[config.mk]
export PLATFORM = sky130hd
export DESIGN_NAME = position_fix_odometer
export DESIGN_NICKNAME = d
export VERILOG_FILES = /design/src/rtl/pfo_pkg.sv /design/src/rtl/pfo_regs.sv /design/src/rtl/pfo_ctrl.sv /design/src/rtl/pfo_dp.sv /design/src/rtl/position_fix_odometer.sv
export SDC_FILE = /design/constraint.sdc
export NUM_CORES = 2
export LEC_CHECK = 0
export BUFFER_PORTS_ARGS = -buffer_cell sky130_fd_sc_hd__buf_2
export CELL_PAD_IN_SITES_DETAIL_PLACEMENT = 1
export CELL_PAD_IN_SITES_GLOBAL_PLACEMENT = 1
export CORE_MARGIN = 3
export CORE_UTILIZATION = 52
export CTS_BUF_LIST = sky130_fd_sc_hd__clkbuf_8
export DETAILED_ROUTE_END_ITERATION = 10
export PLACE_DENSITY = 0.9
export RECOVER_POWER = 25
export SLEW_MARGIN = 20
export SYNTH_ARGS = -nofsm -noshare
export SYNTH_HDL_FRONTEND = slang
export SYNTH_SLANG_ARGS = --single-unit
[constraint.sdc]
create_clock -name clk -period 11.7 [get_ports clk]
set_input_delay 0.585 -clock clk [delete_from_list [all_inputs] [get_ports clk]]
set_output_delay 0.585 -clock clk [all_outputs]
set_load 0.005 [all_outputs]
[src/rtl/pfo_pkg.sv]
// shared types, codes and default sizes for the position fix odometer
`timescale 1ns / 1ps
package pfo_pkg;

	// default sizes
	localparam int PFO_POS_WIDTH  = 24;
	localparam int PFO_ACC_WIDTH  = 48;
	localparam int PFO_TICK_WIDTH = 16;

	// configuration port
	localparam int PFO_ADDR_WIDTH = 4;
	localparam int PFO_DATA_WIDTH = 32;

	// register indexes
	typedef enum logic [1:0] {
		REG_DEPTH_LIMIT = 2'd0,
		REG_STALE_LIMIT = 2'd1,
		REG_ALT_ENABLE  = 2'd2,
		REG_ALT_MULT    = 2'd3
	} pfo_reg_t;

	// input item actions
	typedef enum logic [1:0] {
		ACT_X     = 2'd0,
		ACT_Y     = 2'd1,
		ACT_DEPTH = 2'd2,
		ACT_TICK  = 2'd3
	} pfo_action_t;

	// controller states
	typedef enum logic [3:0] {
		ST_IDLE,
		ST_SQX,
		ST_SQY,
		ST_SUM,
		ST_ROOT,
		ST_ACC,
		ST_ALT_LO,
		ST_ALT_HI,
		ST_ALT_SUM,
		ST_FIN
	} pfo_state_t;

	// fixed-width configuration fields
	typedef struct packed {
		logic [15:0] stale_limit;
		logic        alt_enable;
		logic [15:0] alt_mult;
	} pfo_cfg_t;

	// controller to datapath commands
	typedef struct packed {
		logic apply;
		logic sq_x;
		logic sq_y;
		logic sum;
		logic root_step;
		logic acc;
		logic alt_lo;
		logic alt_hi;
		logic alt_sum;
		logic load_out;
	} pfo_cmd_t;

endpackage

[src/rtl/pfo_regs.sv]
// configuration registers behind the apb-style port
`timescale 1ns / 1ps
module pfo_regs #(
	parameter int POS_WIDTH = pfo_pkg::PFO_POS_WIDTH
) (
	input  logic                                clk,
	input  logic                                arst_n,
	input  logic                                psel,
	input  logic                                penable,
	input  logic                                pwrite,
	input  logic [pfo_pkg::PFO_ADDR_WIDTH-1:0]  paddr,
	input  logic [pfo_pkg::PFO_DATA_WIDTH-1:0]  pwdata,
	output logic [pfo_pkg::PFO_DATA_WIDTH-1:0]  prdata,
	output logic                                pready,
	output logic signed [POS_WIDTH-1:0]         depth_limit,
	output pfo_pkg::pfo_cfg_t                   cfg
);
	import pfo_pkg::*;

	logic signed [POS_WIDTH-1:0] depth_limit_q;
	pfo_cfg_t                    cfg_q;
	logic                        wr_en;
	pfo_reg_t                    reg_sel;

	assign pready  = 1'b1;
	assign wr_en   = psel && penable && pwrite;
	assign reg_sel = pfo_reg_t'(paddr[3:2]);

	// register writes
	always_ff @(posedge clk or negedge arst_n) begin
		if (!arst_n) begin
			depth_limit_q     <= '0;
			cfg_q.stale_limit <= 16'd10;
			cfg_q.alt_enable  <= 1'b0;
			cfg_q.alt_mult    <= 16'd256;
		end else if (wr_en) begin
			case (reg_sel)
				REG_DEPTH_LIMIT: depth_limit_q     <= pwdata[POS_WIDTH-1:0];
				REG_STALE_LIMIT: cfg_q.stale_limit <= pwdata[15:0];
				REG_ALT_ENABLE:  cfg_q.alt_enable  <= pwdata[0];
				REG_ALT_MULT:    cfg_q.alt_mult    <= pwdata[15:0];
				default: ;
			endcase
		end
	end

	// readback, depth threshold sign extended
	always_comb begin
		case (reg_sel)
			REG_DEPTH_LIMIT: prdata = PFO_DATA_WIDTH'(depth_limit_q);
			REG_STALE_LIMIT: prdata = PFO_DATA_WIDTH'(cfg_q.stale_limit);
			REG_ALT_ENABLE:  prdata = PFO_DATA_WIDTH'(cfg_q.alt_enable);
			REG_ALT_MULT:    prdata = PFO_DATA_WIDTH'(cfg_q.alt_mult);
			default:         prdata = '0;
		endcase
	end

	assign depth_limit = depth_limit_q;
	assign cfg         = cfg_q;

endmodule

[src/rtl/pfo_ctrl.sv]
// controller state machine sequencing one item through the datapath
`timescale 1ns / 1ps
module pfo_ctrl #(
	parameter int POS_WIDTH = pfo_pkg::PFO_POS_WIDTH
) (
	input  logic              clk,
	input  logic              arst_n,
	input  logic              in_valid,
	output logic              in_ready,
	output logic              out_valid,
	input  logic              out_ready,
	input  logic              leg_now,
	output pfo_pkg::pfo_cmd_t cmd
);
	import pfo_pkg::*;

	localparam int ROOT_BITS = POS_WIDTH + 1;
	localparam int CNT_W     = $clog2(ROOT_BITS);
	localparam logic [CNT_W-1:0] CNT_LAST = CNT_W'(ROOT_BITS - 1);

	pfo_state_t       state_q, state_d;
	logic [CNT_W-1:0] cnt_q, cnt_d;
	logic             out_full_q;
	logic             accept;

	assign in_ready  = (state_q == ST_IDLE);
	assign accept    = in_valid && in_ready;
	assign out_valid = out_full_q;

	// state, iteration counter and output flag
	always_ff @(posedge clk or negedge arst_n) begin
		if (!arst_n) begin
			state_q    <= ST_IDLE;
			cnt_q      <= '0;
			out_full_q <= 1'b0;
		end else begin
			state_q <= state_d;
			cnt_q   <= cnt_d;
			if (cmd.load_out) begin
				out_full_q <= 1'b1;
			end else if (out_ready) begin
				out_full_q <= 1'b0;
			end
		end
	end

	// next state and commands
	always_comb begin
		state_d = state_q;
		cnt_d   = cnt_q;
		cmd     = '0;
		case (state_q)
			ST_IDLE: begin
				if (accept) begin
					cmd.apply = 1'b1;
					state_d   = leg_now ? ST_SQX : ST_ALT_LO;
				end
			end
			ST_SQX: begin
				cmd.sq_x = 1'b1;
				state_d  = ST_SQY;
			end
			ST_SQY: begin
				cmd.sq_y = 1'b1;
				state_d  = ST_SUM;
			end
			ST_SUM: begin
				cmd.sum = 1'b1;
				cnt_d   = '0;
				state_d = ST_ROOT;
			end
			ST_ROOT: begin
				cmd.root_step = 1'b1;
				cnt_d         = cnt_q + 1'b1;
				if (cnt_q == CNT_LAST) begin
					state_d = ST_ACC;
				end
			end
			ST_ACC: begin
				cmd.acc = 1'b1;
				state_d = ST_ALT_LO;
			end
			ST_ALT_LO: begin
				cmd.alt_lo = 1'b1;
				state_d    = ST_ALT_HI;
			end
			ST_ALT_HI: begin
				cmd.alt_hi = 1'b1;
				state_d    = ST_ALT_SUM;
			end
			ST_ALT_SUM: begin
				cmd.alt_sum = 1'b1;
				state_d     = ST_FIN;
			end
			ST_FIN: begin
				// hold while the previous result is still waiting
				if (!out_full_q || out_ready) begin
					cmd.load_out = 1'b1;
					state_d      = ST_IDLE;
				end
			end
			default: begin
				state_d = ST_IDLE;
			end
		endcase
	end

	// a result never overwrites one that has not been taken
	assert property (@(posedge clk) disable iff (!arst_n)
		cmd.load_out |-> (!out_full_q || out_ready))
		else $error("result register overwritten");

	// an item that completes a leg goes to the square root path
	assert property (@(posedge clk) disable iff (!arst_n)
		(accept && leg_now) |=> (state_q == ST_SQX))
		else $error("leg item skipped the square root");

	// the root starts its iterations from a cleared count
	assert property (@(posedge clk) disable iff (!arst_n)
		(state_q == ST_SUM) |=> (state_q == ST_ROOT && cnt_q == '0))
		else $error("root iteration count not cleared");

endmodule

[src/rtl/pfo_dp.sv]
// datapath: fix state, squares, bit-serial root, accumulators and scaling
`timescale 1ns / 1ps
module pfo_dp #(
	parameter int POS_WIDTH  = pfo_pkg::PFO_POS_WIDTH,
	parameter int ACC_WIDTH  = pfo_pkg::PFO_ACC_WIDTH,
	parameter int TICK_WIDTH = pfo_pkg::PFO_TICK_WIDTH
) (
	input  logic                        clk,
	input  logic                        arst_n,
	input  pfo_pkg::pfo_cmd_t           cmd,
	input  logic signed [POS_WIDTH-1:0] depth_limit,
	input  pfo_pkg::pfo_cfg_t           cfg,
	input  logic [1:0]                  action,
	input  logic signed [POS_WIDTH-1:0] value,
	output logic                        leg_now,
	output logic                        leg_valid,
	output logic [POS_WIDTH:0]          leg_len,
	output logic [ACC_WIDTH-1:0]        total_dist,
	output logic [ACC_WIDTH-1:0]        depth_dist,
	output logic [ACC_WIDTH-1:0]        alt_total,
	output logic                        stale
);
	import pfo_pkg::*;

	localparam int R    = POS_WIDTH + 1;
	localparam int RW   = 2 * R;
	localparam int SQW  = 2 * POS_WIDTH;
	localparam int CMPW = (TICK_WIDTH > 16) ? TICK_WIDTH : 16;
	localparam logic [63:0] ACC_MAX64 = 64'hFFFF_FFFF_FFFF_FFFF >> (64 - ACC_WIDTH);

	// fix state
	logic signed [POS_WIDTH-1:0] x_now_q, y_now_q, x_prev_q, y_prev_q, depth_now_q;
	logic                        have_x_q, have_y_q, first_pair_q, fix_seen_q;
	logic [TICK_WIDTH-1:0]       idle_ticks_q;
	logic [ACC_WIDTH-1:0]        total_q, deep_q, alt_q;
	logic                        leg_q;

	// working registers
	logic [POS_WIDTH-1:0] dx_q, dy_q;
	logic [SQW-1:0]       sqx_q, sqy_q;
	logic [RW-1:0]        rad_q;
	logic [R:0]           rem_q;
	logic [R-1:0]         root_q;
	logic [47:0]          plo_q, phi_q;

	// next values of the fix state for the item being accepted
	logic signed [POS_WIDTH-1:0] x_n, y_n;
	logic                        hx_n, hy_n;
	logic                        pair;
	logic signed [POS_WIDTH:0]   ddx, ddy;

	function automatic logic [ACC_WIDTH-1:0] sat_add(
		input logic [ACC_WIDTH-1:0] a,
		input logic [R-1:0]         b
	);
		logic [ACC_WIDTH:0] s;
		s = {1'b0, a} + (ACC_WIDTH+1)'(b);
		return s[ACC_WIDTH] ? '1 : s[ACC_WIDTH-1:0];
	endfunction

	always_comb begin
		x_n  = x_now_q;
		y_n  = y_now_q;
		hx_n = have_x_q;
		hy_n = have_y_q;
		case (pfo_action_t'(action))
			ACT_X: begin
				x_n  = value;
				hx_n = 1'b1;
			end
			ACT_Y: begin
				y_n  = value;
				hy_n = 1'b1;
			end
			default: ;
		endcase
		pair    = hx_n && hy_n;
		leg_now = pair && !first_pair_q;
		ddx     = (POS_WIDTH+1)'(x_n) - (POS_WIDTH+1)'(x_prev_q);
		ddy     = (POS_WIDTH+1)'(y_n) - (POS_WIDTH+1)'(y_prev_q);
	end

	// apply the item, accumulate, keep control state
	always_ff @(posedge clk or negedge arst_n) begin
		if (!arst_n) begin
			x_now_q      <= '0;
			y_now_q      <= '0;
			x_prev_q     <= '0;
			y_prev_q     <= '0;
			depth_now_q  <= '0;
			have_x_q     <= 1'b0;
			have_y_q     <= 1'b0;
			first_pair_q <= 1'b1;
			fix_seen_q   <= 1'b0;
			idle_ticks_q <= '0;
			total_q      <= '0;
			deep_q       <= '0;
			leg_q        <= 1'b0;
		end else begin
			if (cmd.apply) begin
				x_now_q <= x_n;
				y_now_q <= y_n;
				leg_q   <= leg_now;
				case (pfo_action_t'(action))
					ACT_X, ACT_Y: begin
						fix_seen_q   <= 1'b1;
						idle_ticks_q <= '0;
					end
					ACT_DEPTH: depth_now_q <= value;
					ACT_TICK: begin
						if (fix_seen_q && !(&idle_ticks_q)) begin
							idle_ticks_q <= idle_ticks_q + 1'b1;
						end
					end
					default: ;
				endcase
				if (pair) begin
					first_pair_q <= 1'b0;
					x_prev_q     <= x_n;
					y_prev_q     <= y_n;
					have_x_q     <= 1'b0;
					have_y_q     <= 1'b0;
				end else begin
					have_x_q <= hx_n;
					have_y_q <= hy_n;
				end
			end
			// saturating leg accumulation
			if (cmd.acc) begin
				total_q <= sat_add(total_q, root_q);
				if (depth_now_q > depth_limit) begin
					deep_q <= sat_add(deep_q, root_q);
				end
			end
		end
	end

	// leg deltas, squares through one shared multiplier
	logic [POS_WIDTH-1:0] sq_op;
	logic [SQW-1:0]       sq_prod;

	assign sq_op   = cmd.sq_y ? dy_q : dx_q;
	assign sq_prod = SQW'(sq_op) * SQW'(sq_op);

	// one root bit per step
	logic [R+2:0] rem_t, trial, rem_diff;

	assign rem_t    = {rem_q, rad_q[RW-1:RW-2]};
	assign trial    = (R+3)'({root_q, 2'b01});
	assign rem_diff = rem_t - trial;

	// scaling through one shared 32 by 16 multiplier
	logic [63:0] tot64;
	logic [31:0] alt_op;
	logic [47:0] alt_prod;
	logic [64:0] alt_sum;
	logic        alt_sat;

	assign tot64    = 64'(total_q);
	assign alt_op   = cmd.alt_hi ? tot64[63:32] : tot64[31:0];
	assign alt_prod = 48'(alt_op) * 48'(cfg.alt_mult);
	assign alt_sum  = 65'({phi_q[39:0], 24'd0}) + 65'(plo_q[47:8]);
	assign alt_sat  = (|phi_q[47:40]) || alt_sum[64] || (alt_sum[63:0] > ACC_MAX64);

	always_ff @(posedge clk) begin
		if (cmd.apply) begin
			dx_q <= ddx[POS_WIDTH] ? POS_WIDTH'(-ddx) : ddx[POS_WIDTH-1:0];
			dy_q <= ddy[POS_WIDTH] ? POS_WIDTH'(-ddy) : ddy[POS_WIDTH-1:0];
		end
		if (cmd.sq_x) begin
			sqx_q <= sq_prod;
		end
		if (cmd.sq_y) begin
			sqy_q <= sq_prod;
		end
		if (cmd.sum) begin
			rad_q  <= RW'(sqx_q) + RW'(sqy_q);
			rem_q  <= '0;
			root_q <= '0;
		end
		if (cmd.root_step) begin
			rad_q <= {rad_q[RW-3:0], 2'b00};
			if (rem_t >= trial) begin
				rem_q  <= rem_diff[R:0];
				root_q <= {root_q[R-2:0], 1'b1};
			end else begin
				rem_q  <= rem_t[R:0];
				root_q <= {root_q[R-2:0], 1'b0};
			end
		end
		if (cmd.alt_lo) begin
			plo_q <= alt_prod;
		end
		if (cmd.alt_hi) begin
			phi_q <= alt_prod;
		end
		if (cmd.alt_sum) begin
			if (!cfg.alt_enable) begin
				alt_q <= '0;
			end else if (alt_sat) begin
				alt_q <= '1;
			end else begin
				alt_q <= alt_sum[ACC_WIDTH-1:0];
			end
		end
	end

	// result register
	always_ff @(posedge clk) begin
		if (cmd.load_out) begin
			leg_valid  <= leg_q;
			leg_len    <= leg_q ? root_q : '0;
			total_dist <= total_q;
			depth_dist <= deep_q;
			alt_total  <= alt_q;
			stale      <= fix_seen_q &&
				(CMPW'(idle_ticks_q) >= CMPW'(cfg.stale_limit));
		end
	end

endmodule

[src/rtl/position_fix_odometer.sv]
// Sequence: an item that completes a leg goes through the two squares, the sum, the
// bit-serial square root (one bit a cycle), the leg accumulation and the scaling steps
// before its result is loaded; any other item goes through the scaling steps only.
// An item is taken only while the controller is idle, so not before the last one is loaded;
// the next item is taken while a result waits in the output register.
// Reset: arst_n clears fix state, the distance and depth totals and the handshake; registers take their defaults.
`timescale 1ns / 1ps
module position_fix_odometer #(
	parameter int POS_WIDTH  = pfo_pkg::PFO_POS_WIDTH,
	parameter int ACC_WIDTH  = pfo_pkg::PFO_ACC_WIDTH,
	parameter int TICK_WIDTH = pfo_pkg::PFO_TICK_WIDTH
) (
	input  logic                               clk,
	input  logic                               arst_n,
	input  logic                               psel,
	input  logic                               penable,
	input  logic                               pwrite,
	input  logic [pfo_pkg::PFO_ADDR_WIDTH-1:0] paddr,
	input  logic [pfo_pkg::PFO_DATA_WIDTH-1:0] pwdata,
	output logic [pfo_pkg::PFO_DATA_WIDTH-1:0] prdata,
	output logic                               pready,
	input  logic                               in_valid,
	output logic                               in_ready,
	input  logic [1:0]                         action,
	input  logic signed [POS_WIDTH-1:0]        value,
	output logic                               out_valid,
	input  logic                               out_ready,
	output logic                               leg_valid,
	output logic [POS_WIDTH:0]                 leg_len,
	output logic [ACC_WIDTH-1:0]               total_dist,
	output logic [ACC_WIDTH-1:0]               depth_dist,
	output logic [ACC_WIDTH-1:0]               alt_total,
	output logic                               stale
);
	import pfo_pkg::*;

	logic signed [POS_WIDTH-1:0] depth_limit;
	pfo_cfg_t                    cfg;
	pfo_cmd_t                    cmd;
	logic                        leg_now;

	// configuration registers
	pfo_regs #(
		.POS_WIDTH (POS_WIDTH)
	) u_regs (
		.clk         (clk),
		.arst_n      (arst_n),
		.psel        (psel),
		.penable     (penable),
		.pwrite      (pwrite),
		.paddr       (paddr),
		.pwdata      (pwdata),
		.prdata      (prdata),
		.pready      (pready),
		.depth_limit (depth_limit),
		.cfg         (cfg)
	);

	// sequencer
	pfo_ctrl #(
		.POS_WIDTH (POS_WIDTH)
	) u_ctrl (
		.clk       (clk),
		.arst_n    (arst_n),
		.in_valid  (in_valid),
		.in_ready  (in_ready),
		.out_valid (out_valid),
		.out_ready (out_ready),
		.leg_now   (leg_now),
		.cmd       (cmd)
	);

	// arithmetic and state
	pfo_dp #(
		.POS_WIDTH  (POS_WIDTH),
		.ACC_WIDTH  (ACC_WIDTH),
		.TICK_WIDTH (TICK_WIDTH)
	) u_dp (
		.clk         (clk),
		.arst_n      (arst_n),
		.cmd         (cmd),
		.depth_limit (depth_limit),
		.cfg         (cfg),
		.action      (action),
		.value       (value),
		.leg_now     (leg_now),
		.leg_valid   (leg_valid),
		.leg_len     (leg_len),
		.total_dist  (total_dist),
		.depth_dist  (depth_dist),
		.alt_total   (alt_total),
		.stale       (stale)
	);

endmodule

==> results.md <==
* Outcome: finished with violations
* Failing checks: capacitance limit, slew limit
* Core Footprint at 144000 µm²
* Post-CTS Hold Buffers at 51
* CP Capture Type: register
* Num ports at 275
* CTS Buf Count at 150
* Critical Path RT at 12.29 ns
* Final hold viol count at 0
* DRT antenna net count at 0
* #FFs+latches synth at 854
* Post-cts sizing count at 0
* Sinks on the clock net at 854
* Router iterations before antenna repair at 6
* Initial antenna violation count at 8
* Largest net degree at the start of global routing at 108
* CTS max path bufs at 3
* Final wirelength at 263000 µm
* Kind of critical path: reg2reg
* Met3 WL at 21700 µm
* Vias at 61000
* CTS tree: yes
* Routability Congestion at 0.912
* Number of port buffers at 263
* Initial Util at 0.525
* Met1 Wirelength at 91800 µm
* Mapped Area at 75500 µm²
* Seq/Total Area, Yosys at 0.319
* All-Layer GR Usage at 0.350
* Clk pin slew, worst setup/hold paths at 0.06 ns
* Syn-to-layout area delta at 8.88%
* Later-pin clock latency in the skew report at 0.95 ns
* Final setup viols at 0
* RSZ-0062 raised after global routing: no
* Max Cap Viol at 8
* Worst path bufs/invs at 6
* Commonest register cell after synthesis: edfxtp_1
* Setup WS post-layout at 0.466 ns
* Share of cells above drive strength 1 at 0.0820
* Worst slack, placed at 1.24 ns
* Setup TNS at 0 ns
* Family with the most delay on the worst path: adder cells
* Yosys warns at 0
* Worst EP arrival at 11.82 ns
* NumNets Final at 9312
* CP peak stage delay at 0.75 ns
* Top Metal Used: met5
* Worst slew margin relative to its limit at -3.74
* Hold WC Path Type: in2reg
* Total die area at 150000 µm²
* Post-synth net total at 9034
* Most frequent CP cell: fa_1
* Final HPWL from detailed placement at 185000 µm
* Initial DRC count at 5428
* Fmax at 89.0 MHz
* Post-synth EDFFs at 548
* Cells after Synth at 7589
* Startpoint types: register
* Final Cell Area at 82200 µm²
* DRC Markers at 0
* Vias per std cell at 6.16
* Met2 routed WL at 129000 µm
* Cell variety after synth at 92
* Slew @ Worst Pin at 7.11 ns
* Crit path max fanout at 18
* Hold Slack at 0.0760 ns
* Syn_area_per_cell at 9.95 µm²
* Die X at 387 µm
* Die Height at 387 µm
* Postcts setup bufs at 0
* Slowest CP cell: a21boi_0
* Root Buffer: clkbuf_8
* Vias in the first global route at 69900
* Final slew viol count at 389
* Final min period at 11.23 ns
* DP Area at 78900 µm²
* First-pass GRT wire length at 406000 µm
* Wire per inst at 26.6 µm
* Tcrit/Tclk final at 0.960
* # rows at 139
* CTS H-tree depth at 4
* Ys async rst share at 0.356
* Final global-route overflow total at 0
* Skew final at 0.0729 ns
[layout by cell type, fill, tap and decap left out, types with 22 or more instances in the layout]
master	n
a211oi_1	26
a21o_1	127
a21oi_1	325
a31oi_1	65
and2_1	149
and3_1	130
buf_2	235
buf_4	69
clkbuf_1	39
clkbuf_8	164
dfrtp_1	299
dlygate4sd3_1	51
edfxtp_1	548
fa_1	855
ha_1	521
inv_1	1377
mux2_2	78
mux2i_1	103
nand2_1	887
nand2b_1	38
nand3_1	87
nand4_1	50
nor2_1	452
nor2b_1	58
nor3_1	63
o211ai_1	22
o21a_1	94
o21ai_0	299
o21bai_1	36
o31ai_1	28
or3_1	31
xnor2_1	186
xor2_1	112
[cell families after synthesis]
logic type      count (synthesis)  synth area share
buf+inv                      1593            0.0798
simple gates                 2071             0.126
compound gates               1210             0.101
flops                         854             0.319
fa+ha+maj                    1376             0.313
mux                           186            0.0261
xor+xnor                      298            0.0346
other cells                     1         0.0000496
[final cells by class]
| type | count | area (µm²) |
|---|---|---|
| Antenna cell | 14 | 35.0 |
| Clock buffer | 164 | 2260 |
| Clock inverter | 107 | 596 |
| Fill cell | 16100 | 61800 |
| Inverter | 1323 | 4970 |
| Multi-Input combinational cell | 5142 | 45500 |
| Sequential cell | 854 | 24100 |
| Tap cell | 1903 | 2380 |
| Timing Repair Buffer | 396 | 2370 |
[worst paths after layout]
kind	start	to	slack, ns	depth (start not counted)
worst min-delay path	value[15]	u_dp.depth_now_q[15]$_DFFE_PN0P_	0.08	2
worst max-delay path	u_ctrl.state_q[3]$_DFFE_PN0P_	u_dp.sqx_q[31]$_DFFE_PP_	0.47	26
worst max register to register	u_ctrl.state_q[3]$_DFFE_PN0P_	u_dp.sqx_q[31]$_DFFE_PP_	0.47	26
worst min register to register	u_dp.alt_q[38]$_SDFFCE_PN0P_	u_dp.alt_total[38]$_DFFE_PP_	0.39	0
min in group asynchronous	arst_n	u_dp.total_q[15]$_DFFE_PN0P_	2.92	2
max in group asynchronous	arst_n	u_regs.cfg[4]$_DFFE_PN0P_	3.20	4
[Yosys cell counts (18+ instances only)]
cell      number  share of area
a211oi_1      26         0.0026
a21o_1       127          0.013
a21oi_1      325          0.022
a31oi_1       65         0.0054
and2_1       170          0.014
and3_1       130          0.011
buf_1         23         0.0011
clkbuf_1     231          0.011
dfrtp_1      300          0.099
edfxtp_1     548           0.22
fa_1         855           0.23
ha_1         521          0.086
inv_1       1315          0.065
mux2_2        78          0.012
mux2i_1      106          0.014
nand2_1      888          0.044
nand2b_1      38         0.0031
nand3_1       88         0.0058
nand4_1       50         0.0041
nor2_1       461          0.023
nor2b_1       59         0.0049
nor3_1        65         0.0043
nor4_1        18         0.0015
o211ai_1      22         0.0022
o21a_1        94         0.0093
o21ai_0      300          0.020
o21bai_1      36         0.0036
o31ai_1       28         0.0028
or3_1         31         0.0026
xnor2_1      186          0.022
xor2_1       112          0.013
[worst register-to-register path, delay by kind of cell, from the launching register on]
kind	cells	cell delay (ns)
fa+ha+maj	8	4.21
flops	1	0.47
mux	1	0.62
buf+inv	6	1.40
simple gates	4	1.56
compound gates	7	2.65
[metrics by stage]
stage,utilization,instances
floorplan,-,7589
global placement,0.548,9566
detailed placement,0.548,9566
CTS,0.571,9888
global route,0.571,9891
finish,0.571,9903
[layer usage]
metal | vias to the layer above | track usage
met5 | - | 0
met2 | 3400 | 0.596
met1 | 30800 | 0.391
met3 | 1358 | 0.0814
met4 | 4 | 0.239
li1 | 25400 | -
[flip-flops by register name (all words and copies together), names as in the netlist, 25 cells and up]
register and flops:
u_dp.phi_q 48, u_dp.leg_len 25, u_dp.sqy_q 47, u_dp.alt_q 48, u_dp.rem_q 26, u_dp.depth_dist 48, u_dp.root_q 25, u_dp.total_dist 48
u_dp.sqx_q 47, u_dp.rad_q 50, u_dp.plo_q 40, u_dp.total_q 48, u_dp.deep_q 48, u_regs.cfg 33, u_dp.alt_total 48
Power is left out: the tool's default activity adds up to more than one toggle a clock period on the data nets, which glitch-free logic cannot reach.
